==> config.mk <==
export PLATFORM = sky130hd
export DESIGN_NAME = current_loop_sensor_conditioner
export DESIGN_NICKNAME = d
export VERILOG_FILES = /design/src/rtl/clsc_pkg.sv /design/src/rtl/clsc_alu.sv /design/src/rtl/current_loop_sensor_conditioner.sv
export SDC_FILE = /design/constraint.sdc
export NUM_CORES = 1
export LEC_CHECK = 0
export BUFFER_PORTS_ARGS = -buffer_cell sky130_fd_sc_hd__buf_2
export CAP_MARGIN = 20
export CORE_UTILIZATION = 45
export DETAILED_ROUTE_END_ITERATION = 7
export GPL_TIMING_DRIVEN = 0
export PLACE_DENSITY = 0.62
export SKIP_CTS_REPAIR_TIMING = 1
export SLEW_MARGIN = 30
export SYNTH_ARGS = -nofsm -noshare
export SYNTH_HDL_FRONTEND = slang
export SYNTH_SLANG_ARGS = --single-unit
==> constraint.sdc <==
create_clock -name clk -period 20.1 [get_ports clk]
set_input_delay 1.005 -clock clk [delete_from_list [all_inputs] [get_ports clk]]
set_output_delay 1.005 -clock clk [all_outputs]
set_load 0.005 [all_outputs]
==> src/rtl/clsc_pkg.sv <==
// Shared types and constants of the current-loop sensor conditioner.
`default_nettype none

package clsc_pkg;

	typedef struct packed {
		logic [15:0] sample_voltage;
		logic        adc_ok;
	} sample_t;

	typedef struct packed {
		logic [16:0]        loop_current;
		logic [2:0]         fault_code;
		logic signed [31:0] scaled_value;
		logic signed [31:0] filtered_value;
	} result_t;

	typedef logic [2:0] cfg_idx_t;

	localparam cfg_idx_t REG_SHUNT    = 3'd0;
	localparam cfg_idx_t REG_CUR_LOW  = 3'd1;
	localparam cfg_idx_t REG_CUR_HIGH = 3'd2;
	localparam cfg_idx_t REG_ENG_LOW  = 3'd3;
	localparam cfg_idx_t REG_ENG_HIGH = 3'd4;
	localparam cfg_idx_t REG_ALPHA    = 3'd5;

	localparam logic [2:0] FAULT_NONE  = 3'd0;
	localparam logic [2:0] FAULT_ADC   = 3'd1;
	localparam logic [2:0] FAULT_SAT   = 3'd2;
	localparam logic [2:0] FAULT_UNDER = 3'd3;
	localparam logic [2:0] FAULT_OVER  = 3'd4;

	localparam logic [15:0] SHUNT_RESET    = 16'd16500;
	localparam logic [15:0] CUR_LOW_RESET  = 16'd4000;
	localparam logic [15:0] CUR_HIGH_RESET = 16'd20000;
	localparam logic [31:0] ENG_LOW_RESET  = 32'd0;
	localparam logic [31:0] ENG_HIGH_RESET = 32'd100000;
	localparam logic [16:0] ALPHA_ONE      = 17'd65536;

	localparam logic [15:0] SAT_VOLT     = 16'd32800;
	localparam logic [16:0] UNDER_UA     = 17'd3600;
	localparam logic [16:0] OVER_UA      = 17'd20800;
	localparam logic [16:0] CUR_MAX      = 17'h1FFFF;
	localparam logic [13:0] UA_SCALE     = 14'd10000;

	localparam int         PROD_W        = 30;
	localparam int         ALPHA_BITS    = 17;
	localparam int         ALPHA_SHIFT   = 16;
	localparam logic [4:0] DIV_CUR_STEPS = 5'd30;
	localparam logic [4:0] MUL_FILT_STEPS = 5'd17;

	typedef enum logic {
		ALU_DIV,
		ALU_MUL
	} alu_mode_t;

	typedef struct packed {
		logic       start;
		alu_mode_t  mode;
		logic [4:0] steps;
	} alu_cmd_t;

	typedef enum logic [3:0] {
		ST_IDLE,
		ST_CUR_GO,
		ST_CUR_RUN,
		ST_WIN,
		ST_N_RUN,
		ST_SCL_GO,
		ST_SCL_RUN,
		ST_FILT_GO,
		ST_FILT_RUN,
		ST_OUT
	} seq_state_t;

endpackage

`default_nettype wire

==> src/rtl/clsc_alu.sv <==
// Shared shift-add / shift-subtract unit: one quotient or product bit per cycle.
`default_nettype none

module clsc_alu #(
	parameter int AW = 51,
	parameter int BW = 30
) (
	input  wire logic                clk,
	input  wire logic                arst_n,
	input  wire clsc_pkg::alu_cmd_t  cmd,
	input  wire logic [BW-1:0]       load_bits,
	input  wire logic [15:0]         load_rem,
	input  wire logic [15:0]         den,
	input  wire logic signed [32:0]  mcand,
	output logic                     done,
	output logic [AW-1:0]            acc,
	output logic [BW-1:0]            bits
);
	import clsc_pkg::*;

	logic            busy_q;
	logic            done_q;
	alu_mode_t       mode_q;
	logic [4:0]      cnt_q;
	logic [AW-1:0]   acc_q;
	logic [BW-1:0]   bits_q;

	logic [AW-1:0]   sh;
	logic [AW-1:0]   addend;
	logic [AW-1:0]   sum;
	logic            qbit;
	logic [AW-1:0]   acc_n;

	always_comb begin
		sh = {acc_q[AW-2:0], (mode_q == ALU_DIV) ? bits_q[BW-1] : 1'b0};
		if (mode_q == ALU_DIV) begin
			addend = {AW{1'b0}} - {{(AW-16){1'b0}}, den};
		end else if (bits_q[BW-1]) begin
			addend = {{(AW-33){mcand[32]}}, mcand};
		end else begin
			addend = {AW{1'b0}};
		end
		sum   = sh + addend;
		qbit  = (mode_q == ALU_DIV) && !sum[AW-1];
		acc_n = ((mode_q == ALU_DIV) && !qbit) ? sh : sum;
	end

	always_ff @(posedge clk or negedge arst_n) begin
		if (!arst_n) begin
			busy_q <= 1'b0;
			done_q <= 1'b0;
			mode_q <= ALU_DIV;
			cnt_q  <= 5'd0;
		end else if (cmd.start) begin
			busy_q <= 1'b1;
			done_q <= 1'b0;
			mode_q <= cmd.mode;
			cnt_q  <= cmd.steps;
		end else if (busy_q) begin
			cnt_q  <= cnt_q - 5'd1;
			busy_q <= (cnt_q != 5'd1);
			done_q <= (cnt_q == 5'd1);
		end else begin
			done_q <= 1'b0;
		end
	end

	always_ff @(posedge clk) begin
		if (cmd.start) begin
			acc_q  <= (cmd.mode == ALU_DIV) ? {{(AW-16){1'b0}}, load_rem} : {AW{1'b0}};
			bits_q <= load_bits;
		end else if (busy_q) begin
			acc_q  <= acc_n;
			bits_q <= {bits_q[BW-2:0], qbit};
		end
	end

	assign done = done_q;
	assign acc  = acc_q;
	assign bits = bits_q;

endmodule

`default_nettype wire

==> src/rtl/current_loop_sensor_conditioner.sv <==
// Top level of the current-loop sensor conditioner: sequencer, registers and datapath.
//
// Usage:
//   sample channel: one shunt-voltage word (0.1 mV units) plus converter flag,
//   valid/ready. result channel: loop current, fault code, scaled and filtered
//   engineering value, valid/ready. Config: write cfg_wdata to the register
//   at cfg_index when cfg_wr_en is high; write only while the block is idle.
// Operation:
//   One word is worked at a time through a shared one-bit-per-cycle
//   divide/multiply unit: a 30-step current division, a FRACTION_BITS-step
//   window division, a (FRACTION_BITS+1)-step scaling multiply and a 17-step
//   filter multiply. A zero shunt skips the current division, and a current
//   outside the window skips the window division. sample_ready is high only
//   between words, so a new word is taken only once the last one has left
//   the sequencer.
// Reset: registers take their default values, filter memory clears to zero.
// Stall: a finished result waits in the output register; the next sample is
//   taken meanwhile and its result holds in the sequencer until the output
//   register frees.
`default_nettype none

module current_loop_sensor_conditioner #(
	parameter int FRACTION_BITS = 16
) (
	input  wire logic               clk,
	input  wire logic               arst_n,
	input  wire logic               sample_valid,
	output logic                    sample_ready,
	input  wire clsc_pkg::sample_t  sample,
	output logic                    result_valid,
	input  wire logic               result_ready,
	output clsc_pkg::result_t       result,
	input  wire logic               cfg_wr_en,
	input  wire logic [2:0]         cfg_index,
	input  wire logic [31:0]        cfg_wdata
);
	import clsc_pkg::*;

	localparam int F  = FRACTION_BITS;
	localparam int BW = (F + 1 > PROD_W) ? F + 1 : PROD_W;
	localparam int AW = 35 + ((F > 16) ? F : 16);

	seq_state_t state_q, state_n;

	logic [15:0] shunt_q;
	logic [15:0] cur_low_q;
	logic [15:0] cur_high_q;
	logic [31:0] eng_low_q;
	logic [31:0] eng_high_q;
	logic [16:0] alpha_q;

	logic [PROD_W-1:0] prod_q;
	logic              ok_q;
	logic              sat_q;
	logic [16:0]       cur_q;
	logic [F:0]        n_q;
	logic [31:0]       scaled_q;
	logic [31:0]       mem_q;
	result_t           res_q;
	logic              res_valid_q;

	alu_cmd_t          alu_cmd;
	logic [BW-1:0]     alu_load_bits;
	logic [15:0]       alu_load_rem;
	logic [15:0]       alu_den;
	logic signed [32:0] alu_mcand;
	logic              alu_done;
	logic [AW-1:0]     alu_acc;
	logic [BW-1:0]     alu_bits;

	logic              win_empty;
	logic              below;
	logic              above;
	logic [15:0]       span;
	logic [15:0]       rem0;
	logic [32:0]       eng_diff;
	logic [32:0]       filt_diff;
	logic [16:0]       alpha_sat;
	logic [16:0]       cur_div;
	logic [2:0]        fault;
	logic [31:0]       scaled_next;
	logic [31:0]       filt_next;
	logic              out_free;

	clsc_alu #(
		.AW(AW),
		.BW(BW)
	) u_alu (
		.clk      (clk),
		.arst_n   (arst_n),
		.cmd      (alu_cmd),
		.load_bits(alu_load_bits),
		.load_rem (alu_load_rem),
		.den      (alu_den),
		.mcand    (alu_mcand),
		.done     (alu_done),
		.acc      (alu_acc),
		.bits     (alu_bits)
	);

	always_comb begin
		win_empty   = cur_high_q <= cur_low_q;
		below       = cur_q <= {1'b0, cur_low_q};
		above       = cur_q >= {1'b0, cur_high_q};
		span        = cur_high_q - cur_low_q;
		rem0        = cur_q[15:0] - cur_low_q;
		eng_diff    = {eng_high_q[31], eng_high_q} - {eng_low_q[31], eng_low_q};
		filt_diff   = {scaled_q[31], scaled_q} - {mem_q[31], mem_q};
		alpha_sat   = (alpha_q > ALPHA_ONE) ? ALPHA_ONE : alpha_q;
		cur_div     = (|alu_bits[PROD_W-1:17]) ? CUR_MAX : alu_bits[16:0];
		scaled_next = eng_low_q + alu_acc[F+31:F];
		filt_next   = mem_q + alu_acc[ALPHA_SHIFT+31:ALPHA_SHIFT];
		out_free    = !res_valid_q || result_ready;
		if (!ok_q) begin
			fault = FAULT_ADC;
		end else if (sat_q) begin
			fault = FAULT_SAT;
		end else if (cur_q < UNDER_UA) begin
			fault = FAULT_UNDER;
		end else if (cur_q > OVER_UA) begin
			fault = FAULT_OVER;
		end else begin
			fault = FAULT_NONE;
		end
	end

	// next state
	always_comb begin
		state_n = state_q;
		unique case (state_q)
			ST_IDLE: begin
				if (sample_valid) state_n = ST_CUR_GO;
			end
			ST_CUR_GO: begin
				state_n = (shunt_q == 16'd0) ? ST_WIN : ST_CUR_RUN;
			end
			ST_CUR_RUN: begin
				if (alu_done) state_n = ST_WIN;
			end
			ST_WIN: begin
				if (win_empty) state_n = ST_FILT_GO;
				else if (below || above) state_n = ST_SCL_GO;
				else state_n = ST_N_RUN;
			end
			ST_N_RUN: begin
				if (alu_done) state_n = ST_SCL_GO;
			end
			ST_SCL_GO: begin
				state_n = ST_SCL_RUN;
			end
			ST_SCL_RUN: begin
				if (alu_done) state_n = ST_FILT_GO;
			end
			ST_FILT_GO: begin
				state_n = ST_FILT_RUN;
			end
			ST_FILT_RUN: begin
				if (alu_done) state_n = ST_OUT;
			end
			ST_OUT: begin
				if (out_free) state_n = ST_IDLE;
			end
			default: state_n = ST_IDLE;
		endcase
	end

	// sequencer outputs
	always_comb begin
		sample_ready  = 1'b0;
		alu_cmd       = '{start: 1'b0, mode: ALU_DIV, steps: 5'd0};
		alu_load_bits = {BW{1'b0}};
		alu_load_rem  = 16'd0;
		alu_den       = (state_q == ST_CUR_GO || state_q == ST_CUR_RUN) ? shunt_q : span;
		alu_mcand     = (state_q == ST_SCL_GO || state_q == ST_SCL_RUN) ?
		                $signed(eng_diff) : $signed(filt_diff);
		unique case (state_q)
			ST_IDLE: begin
				sample_ready = 1'b1;
			end
			ST_CUR_GO: begin
				alu_cmd       = '{start: (shunt_q != 16'd0), mode: ALU_DIV, steps: DIV_CUR_STEPS};
				alu_load_bits = BW'(prod_q) << (BW - PROD_W);
			end
			ST_WIN: begin
				alu_cmd      = '{start: !win_empty && !below && !above, mode: ALU_DIV,
				                 steps: 5'(F)};
				alu_load_rem = rem0;
			end
			ST_SCL_GO: begin
				alu_cmd       = '{start: 1'b1, mode: ALU_MUL, steps: 5'(F + 1)};
				alu_load_bits = BW'(n_q) << (BW - F - 1);
			end
			ST_FILT_GO: begin
				alu_cmd       = '{start: 1'b1, mode: ALU_MUL, steps: MUL_FILT_STEPS};
				alu_load_bits = BW'(alpha_sat) << (BW - ALPHA_BITS);
			end
			ST_CUR_RUN, ST_N_RUN, ST_SCL_RUN, ST_FILT_RUN, ST_OUT: begin
			end
			default: begin
			end
		endcase
	end

	always_ff @(posedge clk or negedge arst_n) begin
		if (!arst_n) begin
			state_q <= ST_IDLE;
		end else begin
			state_q <= state_n;
		end
	end

	always_ff @(posedge clk or negedge arst_n) begin
		if (!arst_n) begin
			shunt_q    <= SHUNT_RESET;
			cur_low_q  <= CUR_LOW_RESET;
			cur_high_q <= CUR_HIGH_RESET;
			eng_low_q  <= ENG_LOW_RESET;
			eng_high_q <= ENG_HIGH_RESET;
			alpha_q    <= ALPHA_ONE;
		end else if (cfg_wr_en) begin
			unique case (cfg_index)
				REG_SHUNT:    shunt_q    <= cfg_wdata[15:0];
				REG_CUR_LOW:  cur_low_q  <= cfg_wdata[15:0];
				REG_CUR_HIGH: cur_high_q <= cfg_wdata[15:0];
				REG_ENG_LOW:  eng_low_q  <= cfg_wdata;
				REG_ENG_HIGH: eng_high_q <= cfg_wdata;
				REG_ALPHA:    alpha_q    <= cfg_wdata[16:0];
				default: begin
				end
			endcase
		end
	end

	always_ff @(posedge clk or negedge arst_n) begin
		if (!arst_n) begin
			mem_q       <= 32'd0;
			res_valid_q <= 1'b0;
		end else begin
			if (state_q == ST_FILT_RUN && alu_done) mem_q <= filt_next;
			if (state_q == ST_OUT && out_free) res_valid_q <= 1'b1;
			else if (result_ready) res_valid_q <= 1'b0;
		end
	end

	always_ff @(posedge clk) begin
		if (state_q == ST_IDLE && sample_valid) begin
			prod_q <= PROD_W'(sample.sample_voltage) * PROD_W'(UA_SCALE);
			ok_q   <= sample.adc_ok;
			sat_q  <= sample.sample_voltage >= SAT_VOLT;
		end
		if (state_q == ST_CUR_GO && shunt_q == 16'd0) cur_q <= 17'd0;
		if (state_q == ST_CUR_RUN && alu_done) cur_q <= cur_div;
		if (state_q == ST_WIN) begin
			if (win_empty) scaled_q <= eng_low_q;
			else if (below) n_q <= {(F+1){1'b0}};
			else if (above) n_q <= (F+1)'(1) << F;
		end
		if (state_q == ST_N_RUN && alu_done) n_q <= {1'b0, alu_bits[F-1:0]};
		if (state_q == ST_SCL_RUN && alu_done) scaled_q <= scaled_next;
		if (state_q == ST_OUT && out_free) begin
			res_q.loop_current   <= cur_q;
			res_q.fault_code     <= fault;
			res_q.scaled_value   <= scaled_q;
			res_q.filtered_value <= mem_q;
		end
	end

	assign result_valid = res_valid_q;
	assign result       = res_q;

endmodule

`default_nettype wire

After elaboration in Yosys (flattened, before gate mapping)
Index checks and enable logic that the tools add are counted.
{"block": "totals", "register_bits": 432, "in_bits": 57, "out_inout_bits": 86, "elab_cells": 164}
{"block": "op_classes", "addsub": 9, "multipliers": 1, "order_cmp": 7, "eq_ne": 23, "n_mux": 48, "bitwise": 3, "reduce_logical": 46}
{"cell": "$mux W50", "n": 3}
{"cell": "$mux W17", "n": 6}
{"cell": "$mux W51", "n": 2}
{"cell": "$mux W16", "n": 6}
{"cell": "$mux W32", "n": 3}
{"cell": "$pmux W30 S3", "n": 1}
{"cell": "$sub A32 B32 Y33", "n": 2}
{"cell": "$add A32 B32 Y32", "n": 2}
{"cell": "$mux W30", "n": 2}
{"cell": "$add A51 B51 Y51", "n": 1}
{"cell": "$pmux W4 S10", "n": 1}
{"cell": "$mux W33", "n": 1}
{"cell": "$sub A16 B16 Y16", "n": 2}
{"cell": "$mul A16 B10 Y26 const B", "n": 1}
{"cell": "$mux W4", "n": 6}
{"cell": "$pmux W7 S3", "n": 1}
{"cell": "$ge A17 B16 Y1", "n": 1}
{"cell": "$gt A17 B15 Y1 const B", "n": 1}
{"cell": "$gt A17 B17 Y1 const B", "n": 1}
{"cell": "$le A17 B16 Y1", "n": 1}
{"cell": "$lt A17 B12 Y1 const B", "n": 1}
{"cell": "$sub A1 B16 Y17 const A", "n": 1}
{"cell": "$eq A4 B3 Y1 const B", "n": 4}
{"cell": "$ge A16 B16 Y1 const B", "n": 1}
{"cell": "other kinds (32)", "n": 86}

Longest topological paths before layout
Gate-level depths: netlist of the first run.
{"block": "logic_depth", "depth_word": 13, "ltp_mapped": 30, "mapped_depth_nobuf": 26}

By module
A second synthesis of the first run with hierarchy kept.
{"block": "hier_totals", "cells_unflattened": 3225, "area_unflattened_um2": 31521.5}
{"module": "current_loop_sensor_conditioner", "n_inst": 1, "cells_per_inst": 2413, "area_each_um2": 24000.5, "seq_area_each_um2": 9517.9}
{"module": "clsc_alu", "n_inst": 1, "cells_per_inst": 812, "area_each_um2": 7521.0, "seq_area_each_um2": 2632.5}

Least setup slack after synthesis of the first run
No wires, ideal clock.
{"block": "synth_path", "path_kind": "reg2reg", "start": "register cur_low_q[7]", "end": "register u_alu.acc_q[1], in the netlist u_alu.acc[1], data pin", "setup_time_ps": 261, "t_arrival_ps": 7184, "t_required_ps": 19839, "slack_ps": 12655, "path_stages_with_launch": 24, "period_less_slack_ps": 7445, "path_cell_list": "dfstp_2 inv_1 ha_1 clkbuf_1 a221o_1 or4_1 a2111o_1 nand3_1 nand4b_1 o41ai_1 o31ai_1 ha_1 a21o_1 a211oi_1 o311ai_0 a31oi_1 o221a_2 a21oi_1 o41ai_1 and2_1 and3_1 buf_2 nor2_1 a311o_1"}
{"block": "synth_via", "elab_chain_len": 12, "word_cells_on_any_way": 19, "cone_classes": "add/sub: 3; order compare: 2; mux: 6; reduce/logical: 8"}
{"element": "start, declared", "line_no": "current_loop_sensor_conditioner.sv:46", "text": "logic [15:0] cur_low_q;"}
{"element": "start signal, assigned", "line_no": "current_loop_sensor_conditioner.sv:223", "text": "REG_CUR_LOW: cur_low_q <= cfg_wdata[15:0];"}
{"element": "$sub A16 B16 Y16", "line_no": "current_loop_sensor_conditioner.sv:105", "text": "span = cur_high_q - cur_low_q;"}
{"element": "$mux W16", "line_no": "current_loop_sensor_conditioner.sv:173", "text": "alu_den = (state_q == ST_CUR_GO || state_q == ST_CUR_RUN) ? shunt_q : span;"}
{"element": "$sub A1 B16 Y17", "line_no": "clsc_alu.sv:37", "text": "addend = {AW{1'b0}} - {{(AW-16){1'b0}}, den};"}
{"element": "$mux W51", "line_no": "clsc_alu.sv:36", "text": "if (mode_q == ALU_DIV) begin"}
{"element": "$add A51 B51 Y51", "line_no": "clsc_alu.sv:43", "text": "sum = sh + addend;"}
{"element": "$logic_not A1 Y1", "line_no": "clsc_alu.sv:44", "text": "qbit = (mode_q == ALU_DIV) && !sum[AW-1];"}
{"element": "$logic_and A1 B1 Y1", "line_no": "clsc_alu.sv:44"}
{"element": "$logic_not A1 Y1", "line_no": "clsc_alu.sv:45", "text": "acc_n = ((mode_q == ALU_DIV) && !qbit) ? sh : sum;"}
{"element": "$logic_and A1 B1 Y1", "line_no": "clsc_alu.sv:45"}
{"element": "$mux W50", "line_no": "clsc_alu.sv:45"}
{"element": "$mux W50", "line_no": "clsc_alu.sv:72", "text": "end else if (busy_q) begin"}
{"element": "$mux W50 *", "line_no": "clsc_alu.sv:69", "text": "if (cmd.start) begin"}
{"element": "end signal, assigned", "line_no": "clsc_alu.sv:70", "text": "acc_q <= (cmd.mode == ALU_DIV) ? {{(AW-16){1'b0}}, load_rem} : {AW{1'b0}};"}
{"element": "end signal, assigned", "line_no": "clsc_alu.sv:73", "text": "acc_q <= acc_n;"}
{"element": "end, declared", "line_no": "clsc_alu.sv:25", "text": "logic [AW-1:0] acc_q;"}
Every way passes the cells marked *; elsewhere a longest branch is shown, timed or not. The select of a mux whose other input is x is not followed.
A chain may end at the register's enable or synchronous reset.

Worst setup path after layout of the first run
{"block": "layout_path", "start": "register state_q[1]", "end": "register u_alu.acc_q[40], in the netlist u_alu.acc[40], data pin"}
{"block": "layout_via", "elab_chain_len": 13, "word_cells_on_any_way": 23, "cone_classes": "add/sub: 2; eq/ne: 6; mux: 8; reduce/logical: 7"}
{"element": "start, declared", "line_no": "current_loop_sensor_conditioner.sv:43", "text": "seq_state_t state_q, state_n;"}
{"element": "start signal, assigned", "line_no": "current_loop_sensor_conditioner.sv:208", "text": "state_q <= state_n;"}
{"element": "$eq A4 B1 Y1 (tied with other cells)", "line_no": "current_loop_sensor_conditioner.sv:173, current_loop_sensor_conditioner.sv:176"}
{"element": "$logic_or A1 B1 Y1, on equally long branches", "line_no": "current_loop_sensor_conditioner.sv:173, current_loop_sensor_conditioner.sv:174"}
{"element": "$mux W16 or $mux W33 (tied branches)", "line_no": "current_loop_sensor_conditioner.sv:173, current_loop_sensor_conditioner.sv:174"}
{"element": "$sub A1 B16 Y17 or $mux W51 (tied branches)", "line_no": "clsc_alu.sv:37, clsc_alu.sv:38"}
{"element": "$mux W51", "line_no": "clsc_alu.sv:36"}
{"element": "$add A51 B51 Y51", "line_no": "clsc_alu.sv:43"}
{"element": "$logic_not A1 Y1", "line_no": "clsc_alu.sv:44"}
{"element": "$logic_and A1 B1 Y1", "line_no": "clsc_alu.sv:44"}
{"element": "$logic_not A1 Y1", "line_no": "clsc_alu.sv:45"}
{"element": "$logic_and A1 B1 Y1", "line_no": "clsc_alu.sv:45"}
{"element": "$mux W50", "line_no": "clsc_alu.sv:45"}
{"element": "$mux W50", "line_no": "clsc_alu.sv:72"}
{"element": "$mux W50 *", "line_no": "clsc_alu.sv:69"}
Marks and branches as above.

==> results of run 1 <==
## synth_stat cells (all sizes together), types with 15 or more instances
master  number  area, um^2
nor3        66         335
o211ai      30         225
nor4        26         163
a21oi      232        1160
inv        280        1050
clkbuf      86         323
o31ai       16         120
a211oi      24         193
a222oi      15         150
nand2b      32         200
and3        28         175
nand3       83         415
nand2      275        1030
dfrtp      151        3780
nor2       155         582
o21a        48         360
o21bai      27         203
nand4       32         200
xnor2      121        1070
dfstp       23         604
ha         308        3850
mux2i       18         180
mux2       100        1130
xor2        74         648
nor2b       26         163
and2        36         225
o21ai      266        1340
fa          42         841
o22ai       17         106
a21o       110         826
edfxtp     257        7720
buf         24         115
a31oi       31         194
## final cells by class
cell class	count	area [um^2]	share of cell area, %
clock inverter	28	314	0.888
antenna	3	7.51	0.0212
timing repair buffer	152	945	2.67
tap	931	1160	3.29
inverter	280	1050	2.97
sequential	432	12100	34.3
clock buffer	66	1420	4.02
buffer	110	438	1.24
multi-input combinational	2440	17900	50.6
## cells in the final DEF, fill, tap and decap left out, drive strengths merged, types with 27 or more instances in the layout
cell / instances
ha: 308
inv: 282
nand2: 275
o21ai: 266
edfxtp: 257
a21oi: 232
buf: 176
nor2: 155
clkbuf: 152
dfrtp: 151
xnor2: 121
a21o: 110
mux2: 100
nand3: 83
xor2: 74
nor3: 66
o21a: 48
fa: 42
and2: 36
nand2b: 32
nand4: 32
a31oi: 31
o211ai: 30
and3: 28
o21bai: 27
## state kept, by name, summed over array words and instances, names as in the netlist, 26 cells and up
signal / flops
mem_q: 32
result: 84
u_alu.bits: 30
u_alu.acc: 50
scaled_q: 32
prod_q: 26
eng_high_q: 32
eng_low_q: 32
## power by group
group / leakage, nW / internal (mW) / switching [mW] / total (mW)
Sequential: 4.16 / 1.02 / 0.0533 / 1.08
Clock: 0.848 / 0.576 / 0.386 / 0.962
Combinational: 9.49 / 0.557 / 0.746 / 1.30
## critical path: cells and delay by family, from the launching register on
| family | cells | cell delay (ns) |
|---|---|---|
| AOI/OAI and AO/OA | 11 | 3.04 |
| and+or+nand+nor | 7 | 2.58 |
| buffers and inverters | 6 | 1.56 |
| adders and majority gates | 2 | 0.68 |
| DFF | 1 | 0.46 |
| xor gates and xnor gates | 1 | 0.21 |
## how the worst max path moves through the flow
| stage | endpoint | cells after the start | startpoint | slack, ns |
|---|---|---|---|---|
| after floorplan | u_alu.acc[1]$_DFFE_PP_ | 23 | cur_low_q[7]$_DFFE_PN1P_ | 12.65 |
| after global placement | u_alu.acc[40]$_SDFFCE_PP0P_ | 23 | cur_low_q[1]$_DFFE_PN0P_ | 9.76 |
| after detailed placement | u_alu.acc[40]$_SDFFCE_PP0P_ | 27 | state_q[1]$_DFFE_PN0P_ | 11.04 |
| after CTS | u_alu.acc[40]$_SDFFCE_PP0P_ | 27 | state_q[1]$_DFFE_PN0P_ | 11.01 |
| after global routing | u_alu.acc[14]$_DFFE_PP_ | 29 | state_q[1]$_DFFE_PN0P_ | 10.68 |
| final | u_alu.acc[40]$_SDFFCE_PP0P_ | 27 | state_q[1]$_DFFE_PN0P_ | 11.26 |
## per-layer routing
| layer | routed length (um) | vias to the layer above | global-route usage, % |
|---|---|---|---|
| li1 | - | 12355 | - |
| met1 | 39200 | 12128 | 33.0 |
| met2 | 42700 | 735 | 42.8 |
| met3 | 5150 | 160 | 3.37 |
| met4 | 3490 | 2 | 9.88 |
| met5 | 5 | - | 0 |
## cell families (layout without fill, tap and decap cells)
group | after synthesis | in the layout | synth area share (%)
flops | 432 | 432 | 38.5
fa+ha+maj | 350 | 350 | 14.9
other cells | 0 | 3 | 0
buf+inv | 390 | 636 | 4.74
compound gates | 938 | 938 | 19.1
mux | 118 | 118 | 4.15
xor+xnor | 195 | 195 | 5.46
simple gates | 839 | 839 | 13.1
==> impl_metrics.csv, run 1 <==
group,metric,value,unit
run_status,outcome,"complete, no violations",
die,rows,96,
sta,skew,0.0411,ns
sta,setup_ws,11.26,ns
yosys,ys_warn_count,0,
yosys,ys_seq_area_share,38.5,%
power_and_ir_drop,pwr_density_cell,94.5,nW/um^2
worst_setup_path,crit_fanout,11,
power_and_ir_drop,ir_worst_vdd,0.0000641,V
worst_setup_path,worstSetupPathType,"reg2reg",
yosys,synth_edf_count,257,
die,fp.dieArea,70900,um^2
yosys,synth_ff_type,"edfxtp_1",
final_layout,final_area,35400,um^2
sta,rsz0062_at_grt,"false",
power_and_ir_drop,finalPower,3.34,mW
sta,hold_viol,0,
final_layout,fin_nets,3873,
sta,relSlewSlack,36.5,%
global_route,grt_pass1_wl,138000,um
worst_setup_path,r2r_cells,27,
worst_setup_path,rrSetupSlack,11.26,ns
global_route,grt_max_degree,62,
worst_setup_path,endpoint_kind,"register",
worst_setup_path,arrival,9.15,ns
global_route,antenna_found_initial,2,
global_route,grt_util_all_layers,25.4,%
yosys,syn_area_per_cell,9.64,um^2
hold_path,min_path_type,"in2async",
yosys,synth_nets,3669,
place,hpwlAfterDp,71800,um
worst_setup_path,start_kind,"register",
worst_setup_path,crit_slowest_cell,"o41ai_2",
flow_run,drv_cap,0,
yosys,netlist_area,31400,um^2
sta,finalCritPeriodShare,44.0,%
die,start_util,45.7,%
final_layout,fill_cells,6416,
yosys,ys_seq_elements,432,
sta,finalSetupViolCount,0,
sta,finalSetupTns,0,ns
die,die_w,266,um
routing,via_per_inst,5.71,
global_route,grt_pass1_vias,24391,
final_layout,instances_no_fill,4442,
cts,cts_made_buffers,50,
final_layout,area.growth.synth_to_final,12.5,%
yosys,ys_types,87,
place,portBuffers,141,
routing,drc,0,
power_and_ir_drop,p_leak,14.5,nW
routing,dr.pass1.iters,8,
worst_setup_path,critPathMaxStageDelay,0.75,ns
cts,clk_path_buf_depth,3,
worst_setup_path,cp_data_required_time,20.41,ns
yosys,async_reset_ff_share,40.3,%
die,design.core.area,68800,um^2
yosys,synth_cells,3262,
routing,initialDrtViolationCount,1923,
sta,min_period,8.84,ns
worst_setup_path,r2r_start,"state_q[1]$_DFFE_PN0P_",
cts,cts_tree,"done",
sta,drv_slew,0,
routing,postRouteAntennaNets,0,
final_layout,fin_util,51.4,%
cts,cts.sinks,432,
routing,wl_per_cell,20.4,um
routing,vias,25380,
cts,clk_pin_slew,0.07,ns
sta,hold_slack,0.319,ns
cts,htreeDepth,2,
place,dp.cells,4345,
cts,clkLatencyLatePin,0.62,ns
worst_setup_path,r2r-end,"u_alu.acc[40]$_SDFFCE_PP0P_",
final_layout,drive_gt1_share,11.8,%
die,pin_count,143,
global_route,overflow,0,
place,dp_slack,11.04,ns
place,gp_congestion,0.958,
sta,fmax,113,MHz
cts,root_buffer,"clkbuf_16",
sta,worst_pin_slew,0.942,ns
routing,wirelength,90500,um
die,die_y,266,um
place,dpl-instance-area,33600,um^2
(Power assumes the default switching activity.)
==> run 2, diff against run 1 <==
clock period = 8.9 ns   (was 20.1 ns; I/O delays follow)
==> run 2 against run 1 <==
Net effect:
- maximum frequency is 5.7% higher
- sequential share of layout area hardly changed
- hold slack worse by 0.30 ns
- non-clock buffer count up 1
- die area stayed put
- global-route usage is the same
- setup slack lost 11 ns
- wire length is essentially flat
- combinational power is 130% higher
- sequential power increased by 120%
- critical endpoint unchanged
- largest cell class unchanged
==> impl_metrics.csv, run 2 (same netlist as run 1, synthesis figures left out) <==
group,metric,value,unit
final_layout,layout_common_cells,"ha_1, inv_1, nand2_1",
place,portBuffers,141,
final_layout,final_area,35400,um^2
sta,drv_slew,0,
final_layout,area.growth.synth_to_final,12.6,%
worst_setup_path,r2r_cells,29,
global_route,grt_pass1_wl,138000,um
worst_setup_path,worstSetupPathType,"reg2reg",
run_status,outcome,"complete, no violations",
worst_setup_path,start_kind,"register",
worst_setup_path,crit_slowest_cell,"or4_1",
power_and_ir_drop,seqPwrFrac,32.2,%
hold_path,min_path_cells,1,
worst_setup_path,cp-startpoint,"cur_low_q[5]$_DFFE_PN1P_",
worst_setup_path,crit_fanout,11,
power_and_ir_drop,clockPowerShare,28.8,%
sta,worst_pin_slew,0.971,ns
power_and_ir_drop,p_switching,2.68,mW
die,rows,96,
sta,finalSetupViolCount,0,
cts,cts_made_buffers,50,
worst_setup_path,r2r_start,"cur_low_q[5]$_DFFE_PN1P_",
global_route,grt_max_degree,62,
routing,drc,0,
place,dpl-instance-area,33600,um^2
sta,hold_slack,0.0183,ns
routing,vias,25418,
die,fp.dieArea,70900,um^2
place,hpwlAfterDp,71800,um
global_route,antenna_found_initial,2,
final_layout,fill_cells,6410,
die,die_y,266,um
sta,rsz0062_at_grt,"false",
die,start_util,45.7,%
worst_setup_path,cp_data_required_time,9.22,ns
die,die_w,266,um
global_route,grt_pass1_vias,24391,
power_and_ir_drop,p_comb_share,39.0,%
final_layout,largest_reg_flops,84,
power_and_ir_drop,pwr_density_cell,213,nW/um^2
sta,skew,0.0411,ns
cts,htreeDepth,2,
place,gp_congestion,0.958,
power_and_ir_drop,swShare,35.5,%
routing,wl_per_cell,20.4,um
cts,clk_pin_slew,0.07,ns
power_and_ir_drop,ir_worst_vdd,0.000145,V
worst_setup_path,arrival,8.68,ns
global_route,overflow,0,
cts,clk_path_buf_depth,3,
cts,root_buffer,"clkbuf_16",
flow_run,drv_cap,0,
cts,clkLatencyLatePin,0.62,ns
sta,finalCritPeriodShare,93.9,%
worst_setup_path,critPathMaxStageDelay,0.53,ns
sta,hold_viol,0,
sta,fmax,120,MHz
hold_path,min_path_type,"in2reg",
cts,cts_tree,"done",
sta,setup_ws,0.540,ns
die,design.core.area,68800,um^2
hold_path,hp-start,"sample[0]",
sta,min_period,8.36,ns
final_layout,fin_nets,3874,
routing,initialDrtViolationCount,1932,
place,dp_slack,-0.159,ns
routing,postRouteAntennaNets,0,
routing,dr.pass1.iters,7,
power_and_ir_drop,p_leak,14.6,nW
worst_setup_path,crit_path_frequent_cell,"buf_2",
sta,finalSetupTns,0,ns
power_and_ir_drop,internal_power,4.87,mW
cts,cts.sinks,432,
sta,relSlewSlack,35.0,%
final_layout,drive_gt1_share,11.9,%
routing,wirelength,90400,um
global_route,grt_util_all_layers,25.4,%
worst_setup_path,endpoint_kind,"register",
routing,via_per_inst,5.72,
die,pin_count,143,
final_layout,final_common_cell,"ha_1",
run 2: cell types whose count changed in the layout (fill, tap and decap cells not counted), sizes merged:
cell,previous run,this run
dlygate4sd3,0,1
run 2: power by group through the flow:
| stage | combinational (mW) | sequential (mW) | clock (mW) |
|---|---|---|---|
| floorplan | 2.26 | 2.41 | 0 |
| global placement | 2.87 | 2.46 | 0 |
| detailed placement | 2.90 | 2.46 | 0 |
| CTS | 2.92 | 2.43 | 2.20 |
| global route | 3.30 | 2.44 | 2.27 |
| finish | 2.94 | 2.43 | 2.17 |
run 2: path summary, 6_finish.rpt:
path	slack [ns]	to
max in group asynchronous	7.49	eng_high_q[16]$_DFFE_PN1P_
setup / recovery	0.54	u_alu.acc[40]$_SDFFCE_PP0P_
hold reg to reg	0.46	result[31]$_DFFE_PP_
setup reg to reg	0.54	u_alu.acc[40]$_SDFFCE_PP0P_
hold / removal	0.02	ok_q$_DFFE_PP_
min in group asynchronous	0.37	cur_high_q[2]$_DFFE_PN0P_
run 2: area by class of cell:
class,count,area [um^2],area share [%]
Inverter,280,1050,2.97
Timing Repair Buffer,153,955,2.70
Clock inverter,28,314,0.887
Clock buffer,66,1420,4.01
Buffer,110,440,1.24
Sequential cell,432,12100,34.2
Antenna cell,3,7.51,0.0212
Multi-Input combinational cell,2440,17900,50.6
Tap cell,931,1160,3.29
run 2: routing by layer:
metal,wire length (um),GRT usage [%],vias up
met5,5,0,-
met4,3510,9.88,2
met3,5150,3.37,156
met2,42700,42.8,733
met1,39000,33.0,12164
li1,-,-,12363
run 2: through the flow:
step / cells / power, mW / util, %
after detailed placement: 4345 / 5.36 / 48.8
after global placement: 4334 / 5.33 / 48.4
after floorplan: 3262 / 4.68 / -
after CTS: 4439 / 7.54 / 51.4
after global routing: 4440 / 8.01 / 51.4
final: 4443 / 7.54 / 51.4
run 2: worst max-delay path: cells and delay by family, from the launching register on:
family	cells	cell delay [ns]
AO/OA/AOI/OAI	12	3.05
flip-flops	1	0.51
adder cells (fa/ha/maj)	2	0.69
buffers and inverters	7	1.65
AND/OR/NAND/NOR	8	2.16
